===== src/rom3_pkg.sv =====
// shared types and constants of the range outlier median-of-3 filter
package rom3_pkg;

  localparam int unsigned DistW = 12;
  localparam int unsigned ChanW = 3;
  localparam int unsigned CfgIdxW = 1;
  localparam int unsigned RingLen = 3;
  localparam int unsigned NumChannelsDef = 5;

  localparam logic [DistW-1:0] MaxDistReset = 12'd400;
  localparam logic [DistW-1:0] MaxJumpReset = 12'd30;

  typedef enum logic [1:0] {
    StMedian = 2'd0,
    StFill   = 2'd1,
    StRange  = 2'd2,
    StJump   = 2'd3
  } status_e;

  typedef enum logic [CfgIdxW-1:0] {
    RegMaxDist = 1'b0,
    RegMaxJump = 1'b1
  } cfg_reg_e;

  typedef struct packed {
    logic [ChanW-1:0] channel;
    logic [DistW-1:0] raw_distance;
  } in_t;

  typedef struct packed {
    logic [ChanW-1:0] channel_out;
    logic [DistW-1:0] filtered_distance;
    status_e          status;
  } out_t;

  typedef logic [RingLen-1:0][DistW-1:0] ring_t;

  // history of one channel
  typedef struct packed {
    logic [DistW-1:0] last_good;
    logic             last_good_valid;
    logic [1:0]       ring_ptr;
    logic [1:0]       fill_cnt;
    ring_t            slots;
  } chan_state_t;

endpackage


===== src/rom3_chan_state.sv =====
// per-channel history registers: last good value, ring pointer, fill count, ring slots
module rom3_chan_state #(
  parameter int unsigned NumChannels = rom3_pkg::NumChannelsDef,
  parameter int unsigned IdxW = (NumChannels > 1) ? $clog2(NumChannels) : 1
) (
  input  logic                  clk_i,
  input  logic                  rst_ni,
  input  logic [IdxW-1:0]       rd_idx_i,
  output rom3_pkg::chan_state_t rd_state_o,
  input  logic                  wr_en_i,
  input  logic [IdxW-1:0]       wr_idx_i,
  input  rom3_pkg::chan_state_t wr_state_i
);

  logic [rom3_pkg::DistW-1:0] last_good_q [NumChannels];
  logic [NumChannels-1:0]     lg_valid_q;
  logic [1:0]                 ring_ptr_q  [NumChannels];
  logic [1:0]                 fill_cnt_q  [NumChannels];
  rom3_pkg::ring_t            slots_q     [NumChannels];

  always_comb begin
    rd_state_o.last_good       = last_good_q[rd_idx_i];
    rd_state_o.last_good_valid = lg_valid_q[rd_idx_i];
    rd_state_o.ring_ptr        = ring_ptr_q[rd_idx_i];
    rd_state_o.fill_cnt        = fill_cnt_q[rd_idx_i];
    rd_state_o.slots           = slots_q[rd_idx_i];
  end

  always_ff @(posedge clk_i or negedge rst_ni) begin
    if (!rst_ni) begin
      lg_valid_q <= '0;
      for (int i = 0; i < NumChannels; i++) begin
        last_good_q[i] <= '0;
        ring_ptr_q[i]  <= '0;
        fill_cnt_q[i]  <= '0;
      end
    end else if (wr_en_i) begin
      last_good_q[wr_idx_i] <= wr_state_i.last_good;
      lg_valid_q[wr_idx_i]  <= wr_state_i.last_good_valid;
      ring_ptr_q[wr_idx_i]  <= wr_state_i.ring_ptr;
      fill_cnt_q[wr_idx_i]  <= wr_state_i.fill_cnt;
    end
  end

  // ring slots are only read once written, so they carry no reset
  always_ff @(posedge clk_i) begin
    if (wr_en_i) begin
      slots_q[wr_idx_i] <= wr_state_i.slots;
    end
  end

endmodule


===== src/rom3_core.sv =====
// decision logic: range and jump checks, ring update and median of three
module rom3_core (
  input  rom3_pkg::in_t         item_i,
  input  logic                  chan_ok_i,
  input  logic [rom3_pkg::DistW-1:0] max_dist_i,
  input  logic [rom3_pkg::DistW-1:0] max_jump_i,
  input  rom3_pkg::chan_state_t cur_i,
  output rom3_pkg::chan_state_t nxt_o,
  output logic                  wr_en_o,
  output rom3_pkg::out_t        res_o
);

  logic [rom3_pkg::DistW-1:0] raw;
  logic [rom3_pkg::DistW-1:0] diff;
  logic [rom3_pkg::DistW-1:0] lo_ab;
  logic [rom3_pkg::DistW-1:0] hi_ab;
  logic [rom3_pkg::DistW-1:0] lo_hc;
  logic [rom3_pkg::DistW-1:0] median;
  logic [1:0]                 ptr;
  logic                       bad_range;
  logic                       bad_jump;
  rom3_pkg::ring_t            ring_new;

  always_comb begin
    raw       = item_i.raw_distance;
    bad_range = (raw == '0) || (raw > max_dist_i);
    diff      = (raw > cur_i.last_good) ? raw - cur_i.last_good : cur_i.last_good - raw;
    bad_jump  = cur_i.last_good_valid && (diff > max_jump_i);

    ptr = (cur_i.ring_ptr == 2'd3) ? 2'd0 : cur_i.ring_ptr;
    ring_new = cur_i.slots;
    ring_new[ptr] = raw;

    // median = max(min(a,b), min(max(a,b),c))
    lo_ab  = (ring_new[0] < ring_new[1]) ? ring_new[0] : ring_new[1];
    hi_ab  = (ring_new[0] < ring_new[1]) ? ring_new[1] : ring_new[0];
    lo_hc  = (hi_ab < ring_new[2]) ? hi_ab : ring_new[2];
    median = (lo_ab > lo_hc) ? lo_ab : lo_hc;

    nxt_o.last_good       = raw;
    nxt_o.last_good_valid = 1'b1;
    nxt_o.ring_ptr        = (ptr == 2'd2) ? 2'd0 : ptr + 2'd1;
    nxt_o.fill_cnt        = (cur_i.fill_cnt == 2'd3) ? 2'd3 : cur_i.fill_cnt + 2'd1;
    nxt_o.slots           = ring_new;

    wr_en_o                 = 1'b0;
    res_o.channel_out       = item_i.channel;
    res_o.filtered_distance = raw;
    res_o.status            = rom3_pkg::StFill;

    if (!chan_ok_i) begin
      // unknown channel behaves as one with no history
      res_o.status = bad_range ? rom3_pkg::StRange : rom3_pkg::StFill;
    end else if (bad_range) begin
      res_o.filtered_distance = cur_i.last_good_valid ? cur_i.last_good : raw;
      res_o.status            = rom3_pkg::StRange;
    end else if (bad_jump) begin
      res_o.filtered_distance = cur_i.last_good;
      res_o.status            = rom3_pkg::StJump;
    end else begin
      wr_en_o = 1'b1;
      if (cur_i.fill_cnt == 2'd3) begin
        res_o.filtered_distance = median;
        res_o.status            = rom3_pkg::StMedian;
      end
    end
  end

endmodule


===== src/range_outlier_median3_filter.sv =====
// top level of the range outlier filter with per-channel median of three
//
// Each beat carries a channel and a raw distance in cm and yields exactly one result beat.
// A beat lands in an input register; in the next cycle the range check, jump check, ring
// update and three-input median are done in one combinational pass that reads and writes
// the per-channel history registers, and the result goes to an output register. One beat
// per cycle is sustained while the output does not stall; a beat for the same channel may
// follow directly, since history is written as the previous beat moves to the output
// register. A stall on the output holds the input register and then backs up the input.
// The user writes max_distance and max_jump through the cfg port only while no beat is in
// flight; the block itself does not enforce it.
module range_outlier_median3_filter #(
  parameter int unsigned NumChannels = rom3_pkg::NumChannelsDef
) (
  input  logic                              clk_i,
  input  logic                              rst_ni,
  input  logic                              in_valid_i,
  output logic                              in_stall_o,
  input  rom3_pkg::in_t                     in_i,
  output logic                              out_valid_o,
  input  logic                              out_stall_i,
  output rom3_pkg::out_t                    out_o,
  input  logic                              cfg_we_i,
  input  logic [rom3_pkg::CfgIdxW-1:0]      cfg_idx_i,
  input  logic [rom3_pkg::DistW-1:0]        cfg_data_i
);

  localparam int unsigned IdxW = (NumChannels > 1) ? $clog2(NumChannels) : 1;

  logic                       in_valid_q;
  rom3_pkg::in_t              in_q;
  logic                       out_valid_q;
  rom3_pkg::out_t             out_q;
  logic [rom3_pkg::DistW-1:0] max_dist_q;
  logic [rom3_pkg::DistW-1:0] max_jump_q;

  logic                       in_take;
  logic                       advance;
  logic                       chan_ok;
  logic [IdxW-1:0]            chan_idx;
  logic                       wr_en;
  rom3_pkg::chan_state_t      cur_state;
  rom3_pkg::chan_state_t      nxt_state;
  rom3_pkg::out_t             res;

  assign advance    = in_valid_q && (!out_valid_q || !out_stall_i);
  assign in_stall_o = in_valid_q && !advance;
  assign in_take    = in_valid_i && !in_stall_o;

  assign chan_ok  = ({{(32 - rom3_pkg::ChanW){1'b0}}, in_q.channel} < 32'(NumChannels));
  // unknown channels read entry zero, which the core ignores
  assign chan_idx = chan_ok ? IdxW'(in_q.channel) : '0;

  rom3_chan_state #(
    .NumChannels (NumChannels),
    .IdxW        (IdxW)
  ) u_state (
    .clk_i      (clk_i),
    .rst_ni     (rst_ni),
    .rd_idx_i   (chan_idx),
    .rd_state_o (cur_state),
    .wr_en_i    (advance && wr_en),
    .wr_idx_i   (chan_idx),
    .wr_state_i (nxt_state)
  );

  rom3_core u_core (
    .item_i     (in_q),
    .chan_ok_i  (chan_ok),
    .max_dist_i (max_dist_q),
    .max_jump_i (max_jump_q),
    .cur_i      (cur_state),
    .nxt_o      (nxt_state),
    .wr_en_o    (wr_en),
    .res_o      (res)
  );

  always_ff @(posedge clk_i or negedge rst_ni) begin
    if (!rst_ni) begin
      in_valid_q  <= 1'b0;
      out_valid_q <= 1'b0;
      max_dist_q  <= rom3_pkg::MaxDistReset;
      max_jump_q  <= rom3_pkg::MaxJumpReset;
    end else begin
      if (in_take) begin
        in_valid_q <= 1'b1;
      end else if (advance) begin
        in_valid_q <= 1'b0;
      end
      if (advance) begin
        out_valid_q <= 1'b1;
      end else if (!out_stall_i) begin
        out_valid_q <= 1'b0;
      end
      if (cfg_we_i) begin
        case (rom3_pkg::cfg_reg_e'(cfg_idx_i))
          rom3_pkg::RegMaxDist: max_dist_q <= cfg_data_i;
          rom3_pkg::RegMaxJump: max_jump_q <= cfg_data_i;
          default: ;
        endcase
      end
    end
  end

  always_ff @(posedge clk_i) begin
    if (in_take) begin
      in_q <= in_i;
    end
    if (advance) begin
      out_q <= res;
    end
  end

  assign out_valid_o = out_valid_q;
  assign out_o       = out_q;

endmodule

===== config.mk =====
export PLATFORM = sky130hd
export DESIGN_NAME = range_outlier_median3_filter
export DESIGN_NICKNAME = d
export VERILOG_FILES = /design/src/rom3_pkg.sv /design/src/rom3_chan_state.sv /design/src/rom3_core.sv /design/src/range_outlier_median3_filter.sv
export SDC_FILE = /design/constraint.sdc
export NUM_CORES = 1
export LEC_CHECK = 0
export CORE_UTILIZATION = 25
export CTS_CLUSTER_DIAMETER = 30
export DETAILED_ROUTE_END_ITERATION = 6
export DONT_BUFFER_PORTS = 1
export GPL_ROUTABILITY_DRIVEN = 0
export PLACE_DENSITY = 0.41
export RECOVER_POWER = 100
export SLEW_MARGIN = 25
export SYNTH_ARGS = -nofsm -noshare
export SYNTH_HDL_FRONTEND = slang
export SYNTH_SLANG_ARGS = --single-unit

===== constraint.sdc =====
create_clock -name clk_i -period 12.65 [get_ports clk_i]
set_input_delay 1.8975 -clock clk_i [delete_from_list [all_inputs] [get_ports clk_i]]
set_output_delay 1.8975 -clock clk_i [all_outputs]
set_load 0.03 [all_outputs]

==> results of run 1 <==
-- worst register-to-register path, stage by stage (launching register included) --
cell and delay [ps]:
edfxtp_1 410, buf_12 290, nor2_8 580, buf_4 520, mux2i_1 150, o21ai_0 730
inv_1 190, fa_1 470, a21o_1 180, nand2_1 80, a21oi_1 90, o221a_2 280
a41oi_1 1340, mux2i_1 250, a222oi_1 340, o211ai_1 170, xor2_1 170, ha_1 300
nand4_1 160, or2_2 330, a31oi_1 170, buf_4 240, nand2b_1 320, nor2_1 90
nand3_1 80, clkbuf_1 1110, clkinv_1 660, clkbuf_2 740
-- cell usage after synthesis, types with 3 or more instances --
master / number
a21boi_0: 3
a311oi_1: 10
and3_1: 3
o211ai_1: 8
o211ai_2: 3
buf_2: 17
o21a_1: 9
mux4_2: 48
a21o_1: 28
nor3_1: 10
o21bai_1: 6
nand3_1: 29
nand4_1: 14
mux2_2: 101
nor4_1: 4
buf_6: 5
nor2_1: 37
o31ai_1: 4
buf_1: 13
nand2_1: 109
dfrtp_1: 104
o21ai_1: 5
a21oi_1: 95
dfstp_2: 7
mux2i_1: 40
or2_2: 3
or4_1: 3
nor2b_1: 12
or3_1: 6
a222oi_1: 5
a22oi_1: 6
a211oi_1: 12
xor2_1: 4
ha_1: 82
xnor2_1: 6
edfxtp_1: 212
a221o_1: 4
o21ai_0: 102
nand2b_1: 14
inv_1: 86
clkbuf_1: 46
-- stage by stage --
step | power [mW] | std cells | util | hold WS, ps | area [µm²]
final | 5.853 | 2341 | 0.3088 | 461.5 | 20740
after global routing | 6.249 | 2341 | 0.3088 | 486.3 | 20740
after CTS | 5.935 | 2341 | 0.3106 | 462.8 | 20860
after detailed placement | 3.751 | 2194 | 0.2680 | 447.4 | 18000
after global placement | 3.728 | 2194 | 0.2680 | 446.2 | 18000
after floorplan | 3.177 | 1360 | - | 428.7 | 16950
-- final cells by class --
type / count / area, µm² / area share
flip-flops and latches: 323 / 9153 / 0.4414
well taps: 873 / 1092 / 0.05267
multi-input cells: 868 / 7044 / 0.3397
inverters: 86 / 322.8 / 0.01557
clock inverters: 48 / 649.4 / 0.03131
clock buffers: 99 / 2207 / 0.1064
repair buffers: 44 / 269.0 / 0.01297
-- flip-flops by register name, summed over array words and instances, names as in the netlist --
| register | flops |
|---|---|
| in_q | 15 |
| in_valid_q | 1 |
| max_dist_q | 12 |
| max_jump_q | 12 |
| out_o | 17 |
| out_valid_o | 1 |
| u_state.fill_cnt_q | 10 |
| u_state.last_good_q | 60 |
| u_state.lg_valid_q | 5 |
| u_state.ring_ptr_q | 10 |
| u_state.slots_q | 180 |
-- final timing paths --
kind	slack (ps)	cells past startpoint	to	start
max reg2reg	1720	27	u_state.slots_q[4][30]	in_q[13]
max in group asynchronous	11210	0	u_state.fill_cnt_q[1]	rst_ni
min in group asynchronous	1030	0	out_valid_o	rst_ni
min reg2reg	460	1	u_state.lg_valid_q[3]	u_state.lg_valid_q[3]
min	460	1	u_state.lg_valid_q[3]	u_state.lg_valid_q[3]
max	1720	27	u_state.slots_q[4][30]	in_q[13]
-- power groups by stage --
stage,Sequential (mW),Combinational (mW),Clock [mW]
global route,1.57,2.43,2.25
detailed placement,1.57,2.19,0
global placement,1.56,2.17,0
finish,1.55,2.16,2.15
floorplan,1.52,1.66,0
CTS,1.55,2.20,2.19
-- cell families after synthesis --
group / count (synthesis) / synth area share
AOI/OAI and AO/OA: 322 / 0.1186
xor gates and xnor gates: 10 / 0.005168
adders and majority gates: 84 / 0.06290
buffers and inverters: 169 / 0.04208
DFF: 323 / 0.5401
muxes: 191 / 0.1561
and+or+nand+nor: 261 / 0.07501
-- metal layers --
| metal | track usage | up-vias | part of all wire | wire length, µm |
|---|---|---|---|---|
| li1 | - | 5245 | - | - |
| met1 | 0.1934 | 5699 | 0.45 | 22620 |
| met2 | 0.2459 | 226 | 0.49 | 24260 |
| met3 | 0.02567 | 76 | 0.034 | 1675 |
| met4 | 0.05358 | 0 | 0.024 | 1199 |
| met5 | 0 | - | 0 | 0 |
==> impl_metrics.json, run 1 <==
{
  "io_buffers": 0,
  "routed_wl_um": 49760,
  "first_iter_violations": 740,
  "final_common_cell": "edfxtp_1",
  "avgSynthCellArea_um2": 12.46,
  "rsz0062_at_grt": "false",
  "max_clock_freq_mhz": 91.50,
  "pwr-share-seq": 0.265,
  "ys_seq_area_frac": 0.5401,
  "pre_cts_ws_ps": 2328,
  "cts_max_level": 3,
  "die_h_um": 262.4,
  "setup_viol_count_final": 0,
  "via_per_inst": 4.804,
  "synth_edf_count": 212,
  "arrival_ps": 11050,
  "swShare": 0.3535,
  "p_int_mw": 3.784,
  "end_kind": "flop",
  "status": "complete, but fails checks",
  "slowest_stage": "a41oi_1",
  "ctsResizeCount": 0,
  "cts_buffer_depth": 3,
  "cp_max_fo": 94,
  "overflow": 0,
  "dominantRegCellSynth": "edfxtp_1",
  "grt_pass1_vias": 12060,
  "p_per_area_nw_per_um2": 282.3,
  "async_flop_share": 0.3437,
  "violations": "capacitance limit, slew limit",
  "grt_antenna_before_repair": 0,
  "syn_inst": 1360,
  "start_util": 0.2524,
  "core-area_um2": 67160,
  "die_area_um2": 68840,
  "slew_headroom": -0.4111,
  "synth_area_leaders": "edfxtp_1, dfrtp_1, mux2_2, mux4_2, ha_1",
  "peakVddDrop_uv": 121.0,
  "finalHoldViolCount": 0,
  "ys_warn_count": 0,
  "post_cts_buffers": 0,
  "pwr-share-clk": 0.367,
  "crit_type": "flop to flop",
  "post-route-min-period_ps": 10930,
  "slew_violations": 130,
  "worstSetupStartpointType": "flop",
  "max_stage_delay_ps": 1340,
  "clock-skew-final_ps": 27.69,
  "final_antenna_net_count": 0,
  "clock-sinks": 323,
  "ys_ff_latch": 323,
  "numCtsBuffers": 81,
  "finalSetupTns_ps": 0,
  "root_buffer": "clkbuf_16",
  "netlist.area_leader.share": 0.3756,
  "ioPinCount": 52,
  "die_w_um": 262.4,
  "grt_start_max_net_pins": 112,
  "fin_nets": 1521,
  "synth_top_cell_by_area": "edfxtp_1",
  "p_sw_mw": 2.069,
  "place_hpwl_um": 32170,
  "p_leak_nw": 7.975,
  "drt-wirelength-per-cell_um": 21.26,
  "clk_latency_ps": 610,
  "cts_tree": "yes",
  "num_vias": 11250,
  "worst_pin_slew_ps": 2117,
  "drc": 0,
  "hold_path_class": "flop to flop",
  "rows": 95,
  "antenna-diode-count": 0,
  "clk_pin_slew_ps": 50,
  "final_cell_mix": "edfxtp_1, nand2_1, o21ai_0, dfrtp_1, mux2_2",
  "n_fill_cell": 6730,
  "synth_cell_types": 75,
  "area_growth_pct": 22.36,
  "drive_gt1_frac": 0.2248,
  "syn_nets": 1477,
  "worstPathRequired_ps": 12770,
  "fin_ws_ps": 1721,
  "dr.pass1.iters": 7,
  "timing.final.crit_share": 0.8640,
  "track_usage": 0.1481,
  "combPwrFrac": 0.368,
  "hold_buffers": 0,
  "crit_buf_inv": 7,
  "syn_area_um2": 16950,
  "grt_pass1_wl_um": 77020,
  "crit_family": "buffers and inverters",
  "drv_cap": 5
}
Note: power is estimated with default switching activity, not from simulation.
==> inputs of run 2 (changes only) <==
- RECOVER_POWER: 100 -> not set
==> impl_metrics.json, run 2 (same netlist as run 1, synthesis figures left out) <==
{
  "slew_violations": 0,
  "power_mw": 5.885,
  "core-area_um2": 67160,
  "end_kind": "flop",
  "final_antenna_net_count": 0,
  "drive_gt1_frac": 0.2432,
  "ctsResizeCount": 0,
  "peakVddDrop_uv": 123.7,
  "max_clock_freq_mhz": 96.87,
  "setup_viol_count_final": 0,
  "post-route-min-period_ps": 10320,
  "place_hpwl_um": 32170,
  "swShare": 0.3543,
  "clock-skew-final_ps": 27.13,
  "antenna-diode-count": 0,
  "drc": 0,
  "start_util": 0.2524,
  "rows": 95,
  "finalSetupTns_ps": 0,
  "holdWs_ps": 462.6,
  "grt_start_max_net_pins": 112,
  "first_iter_violations": 630,
  "root_buffer": "clkbuf_16",
  "largest_register": "u_state.slots_q",
  "rsz0062_at_grt": "false",
  "worst_pin_slew_ps": 1021,
  "pwr-share-clk": 0.365,
  "io_buffers": 0,
  "grt_antenna_before_repair": 0,
  "clk_latency_ps": 610,
  "die_area_um2": 68840,
  "hold_path_class": "flop to flop",
  "crit_type": "flop to flop",
  "via_per_inst": 4.795,
  "finalHoldViolCount": 0,
  "routed_wl_um": 49700,
  "arrival_ps": 10640,
  "track_usage": 0.1481,
  "overflow": 0,
  "p_int_mw": 3.800,
  "numCtsBuffers": 81,
  "cp_common_cell": "a21oi_1",
  "p_sw_mw": 2.085,
  "status": "finished clean",
  "final_cell_mix": "edfxtp_1, nand2_1, dfrtp_1",
  "slew_headroom": 0.3149,
  "cts_buffer_depth": 3,
  "num_vias": 11230,
  "final_cell_area_um2": 20860,
  "cts_max_level": 3,
  "dr.pass1.iters": 6,
  "p_per_area_nw_per_um2": 282.1,
  "hold_buffers": 0,
  "combPwrFrac": 0.372,
  "grt_pass1_wl_um": 77020,
  "drt-wirelength-per-cell_um": 21.23,
  "p_leak_nw": 8.064,
  "ioPinCount": 52,
  "pwr-share-seq": 0.263,
  "final_core_util": 0.3106,
  "fin_nets": 1521,
  "largest_reg_flops": 180,
  "clock-sinks": 323,
  "cts_tree": "yes",
  "clk_pin_slew_ps": 50,
  "place_area_um2": 18000,
  "max_stage_delay_ps": 780,
  "post_cts_buffers": 0,
  "reg2reg_slack_ps": 2330,
  "drv_cap": 0,
  "cp_max_fo": 94,
  "grt_pass1_vias": 12060,
  "worstSetupStartpointType": "flop",
  "timing.final.crit_share": 0.8161,
  "slowest_stage": "o21ai_0",
  "die_w_um": 262.4,
  "worstPathRequired_ps": 12970,
  "area_growth_pct": 23.06,
  "final_common_cell": "edfxtp_1",
  "die_h_um": 262.4
}
## run 2: cell count changes in the layout (fill, tap and decap cells not counted), sizes merged
cell	delta
buf	+20
clkbuf	-20
## run 2: per-layer routing
layer	track usage	vias up	part of all wire
met5	0	-	0
met4	0.05358	0	0.025
met3	0.02567	79	0.037
met2	0.2459	222	0.49
met1	0.1934	5676	0.45
li1	-	5249	-
## run 2: worst max-delay path, delay by kind of cell (launching register included)
family | cells | cell delay (ps)
AO/OA/AOI/OAI | 12 | 2980
buffers and inverters | 2 | 600
AND/OR/NAND/NOR | 11 | 3850
flip-flops | 1 | 410
adder cells (fa/ha/maj) | 4 | 1540
multiplexers | 2 | 610
## run 2: final cells by class
type                       instances  area, µm²
multi-input combinational        868       7089
inverter                          86      322.8
sequential                       323       9153
fill                            6706      46300
clock inverter                    48      649.4
tap                              873       1092
timing repair buffer              44      342.8
clock buffer                      99       2207
## run 2: path summary, 6_finish.rpt
check                                       from                 endpoint  cells past startpoint
setup / recovery                        in_q[13]                out_o[11]                     31
hold / removal             u_state.lg_valid_q[3]    u_state.lg_valid_q[3]                      1
setup reg to reg                        in_q[13]                out_o[11]                     31
hold reg to reg            u_state.lg_valid_q[3]    u_state.lg_valid_q[3]                      1
max in group asynchronous                 rst_ni    u_state.fill_cnt_q[1]                      0
min in group asynchronous                 rst_ni  u_state.last_good_q[42]                      0
## run 2: power by group through the flow
stage	clock (mW)	combinational [mW]	sequential, mW
after global placement	0	2.17	1.56
after CTS	2.19	2.20	1.55
after global routing	2.25	2.45	1.57
after floorplan	0	1.66	1.52
final	2.15	2.19	1.55
after detailed placement	0	2.19	1.57
## run 2: metrics by stage
step / worst slack (ps) / cells
final: 2326 / 2341
after global routing: 1522 / 2341
after CTS: 2292 / 2341
after global placement: 2458 / 2194
after detailed placement: 2328 / 2194
after floorplan: 3340 / 1360
==> inputs of run 3 (changes only) <==
- PLACE_DENSITY: 0.41 -> 0.43
- clock period: 12.65 -> 9.3 ns (I/O delays scaled with it)
==> impl_metrics.json, run 3 (same netlist as run 1, synthesis figures left out) <==
{
  "rsz0062_at_grt": "false",
  "clk_latency_ps": 610,
  "slew_headroom": 0.2588,
  "start_util": 0.2524,
  "grt_pass1_vias": 12270,
  "max_clock_freq_mhz": 115.8,
  "peakVddDrop_uv": 221.7,
  "p_per_area_nw_per_um2": 379.9,
  "hold_path_class": "flop to flop",
  "clk_pin_slew_ps": 50,
  "cts_max_level": 3,
  "antenna-diode-count": 0,
  "area_growth_pct": 24.60,
  "holdWs_ps": 466.6,
  "p_leak_nw": 8.201,
  "final_antenna_net_count": 0,
  "numCtsBuffers": 79,
  "whs_path_depth": 1,
  "root_buffer": "clkbuf_16",
  "die_area_um2": 68840,
  "status": "finished clean",
  "drt-wirelength-per-cell_um": 21.12,
  "num_vias": 11460,
  "finalSetupTns_ps": 0,
  "die_w_um": 262.4,
  "worstSetupStartpointType": "flop",
  "rows": 95,
  "pwr-share-clk": 0.348,
  "arrival_ps": 9040,
  "grt_start_max_net_pins": 112,
  "ioPinCount": 52,
  "routed_wl_um": 50220,
  "cp_max_fo": 22,
  "slowest_stage": "or4b_2",
  "pre_cts_ws_ps": -57.41,
  "power_mw": 8.023,
  "swShare": 0.3582,
  "reg2reg_slack_ps": 660,
  "overflow": 0,
  "setup_viol_count_final": 0,
  "seq_area_um2": 9153,
  "track_usage": 0.1491,
  "drv_cap": 0,
  "p_sw_mw": 2.873,
  "fin_nets": 1558,
  "timing.rr.end": "out_o[13]",
  "worstReg2RegStart": "in_q[12]",
  "worstPathRequired_ps": 9710,
  "clock-sinks": 323,
  "end_kind": "flop",
  "multiInputGateArea_um2": 7127,
  "via_per_inst": 4.817,
  "dr.pass1.iters": 5,
  "min-delay-start": "u_state.lg_valid_q[2]",
  "place_hpwl_um": 34010,
  "max_stage_delay_ps": 650,
  "p_int_mw": 5.149,
  "fin_ws_ps": 662.5,
  "crit_type": "flop to flop",
  "clock-skew-final_ps": 28.52,
  "worst_pin_slew_ps": 1100,
  "cp_common_cell": "ha_1",
  "drive_gt1_frac": 0.2651,
  "n_fill_cell": 6648,
  "drc": 0,
  "core-area_um2": 67160,
  "timing.final.crit_share": 0.9288,
  "largest_register": "u_state.slots_q",
  "finalHoldViolCount": 0,
  "cts_tree": "yes",
  "combPwrFrac": 0.390,
  "final_core_util": 0.3144,
  "grt_pass1_wl_um": 77160,
  "first_iter_violations": 699,
  "die_h_um": 262.4,
  "final_common_cell": "edfxtp_1",
  "reg2regPathDepth": 36,
  "final_cell_mix": "edfxtp_1, nand2_1, dfrtp_1",
  "io_buffers": 0,
  "holdPathEnd": "u_state.lg_valid_q[2]",
  "post-route-min-period_ps": 8637,
  "cts_buffer_depth": 3,
  "slew_violations": 0,
  "largest_reg_flops": 180,
  "grt_antenna_before_repair": 3,
  "pwr-share-seq": 0.263
}
run 3: cell count changes in the layout (fill, tap and decap cells not counted), sizes merged:
cell      change
clkinvlp      +2
bufinv        -3
clkbuf        -9
clkinv        +5
inv           +3
buf          +39
run 3: how the worst max path moves through the flow:
stage | start | end | slack (ps) | cells after the start
final | in_q[12] | out_o[13] | 660 | 36
after global routing | in_q[12] | out_o[13] | 8 | 36
after CTS | in_q[12] | out_o[13] | 60 | 31
after detailed placement | in_q[12] | out_o[13] | -60 | 30
after global placement | in_q[12] | out_o[13] | 20 | 31
after floorplan | in_q[12] | out_o[13] | 140 | 43
run 3: area by class of cell:
type                    instances  share of cell area
inverters                      86             0.01529
well taps                     873             0.05173
clock buffers                  90             0.09948
flip-flops and latches        323              0.4334
multi-input cells             868              0.3375
repair buffers                 83             0.03283
clock inverters                55             0.02974
run 3: timing repair:
action,CTS,global route
setup buffers,0,11
pin swaps,0,3
endpoints found under the setup margin,1,12
hold buffers,0,0
resized for setup,1,12
run 3: power groups by stage:
stage               sequential [mW]  clock, mW  combinational [mW]
detailed placement             2.13          0                3.06
CTS                            2.11       2.85                3.07
global route                   2.14       2.92                3.50
global placement               2.13          0                3.02
finish                         2.11       2.79                3.13
floorplan                      2.06          0                2.26
run 3: critical path, delay by kind of cell (launching register included):
kind	cells	cell delay [ps]
DFF	1	450
adders and majority gates	4	980
AOI/OAI and AO/OA	13	2170
buffers and inverters	4	600
muxes	2	550
and+or+nand+nor	13	3670
run 3: metal layers:
layer  global-route usage  wire, µm
met5                    0        12
met4              0.06010      1581
met3              0.03598      2456
met2               0.2517     24680
met1               0.1823     21480
run 3: stage by stage:
stage,cells,area [µm²]
floorplan,1360,16950
global placement,2222,18250
detailed placement,2222,18250
CTS,2367,20980
global route,2378,21120
finish,2378,21120
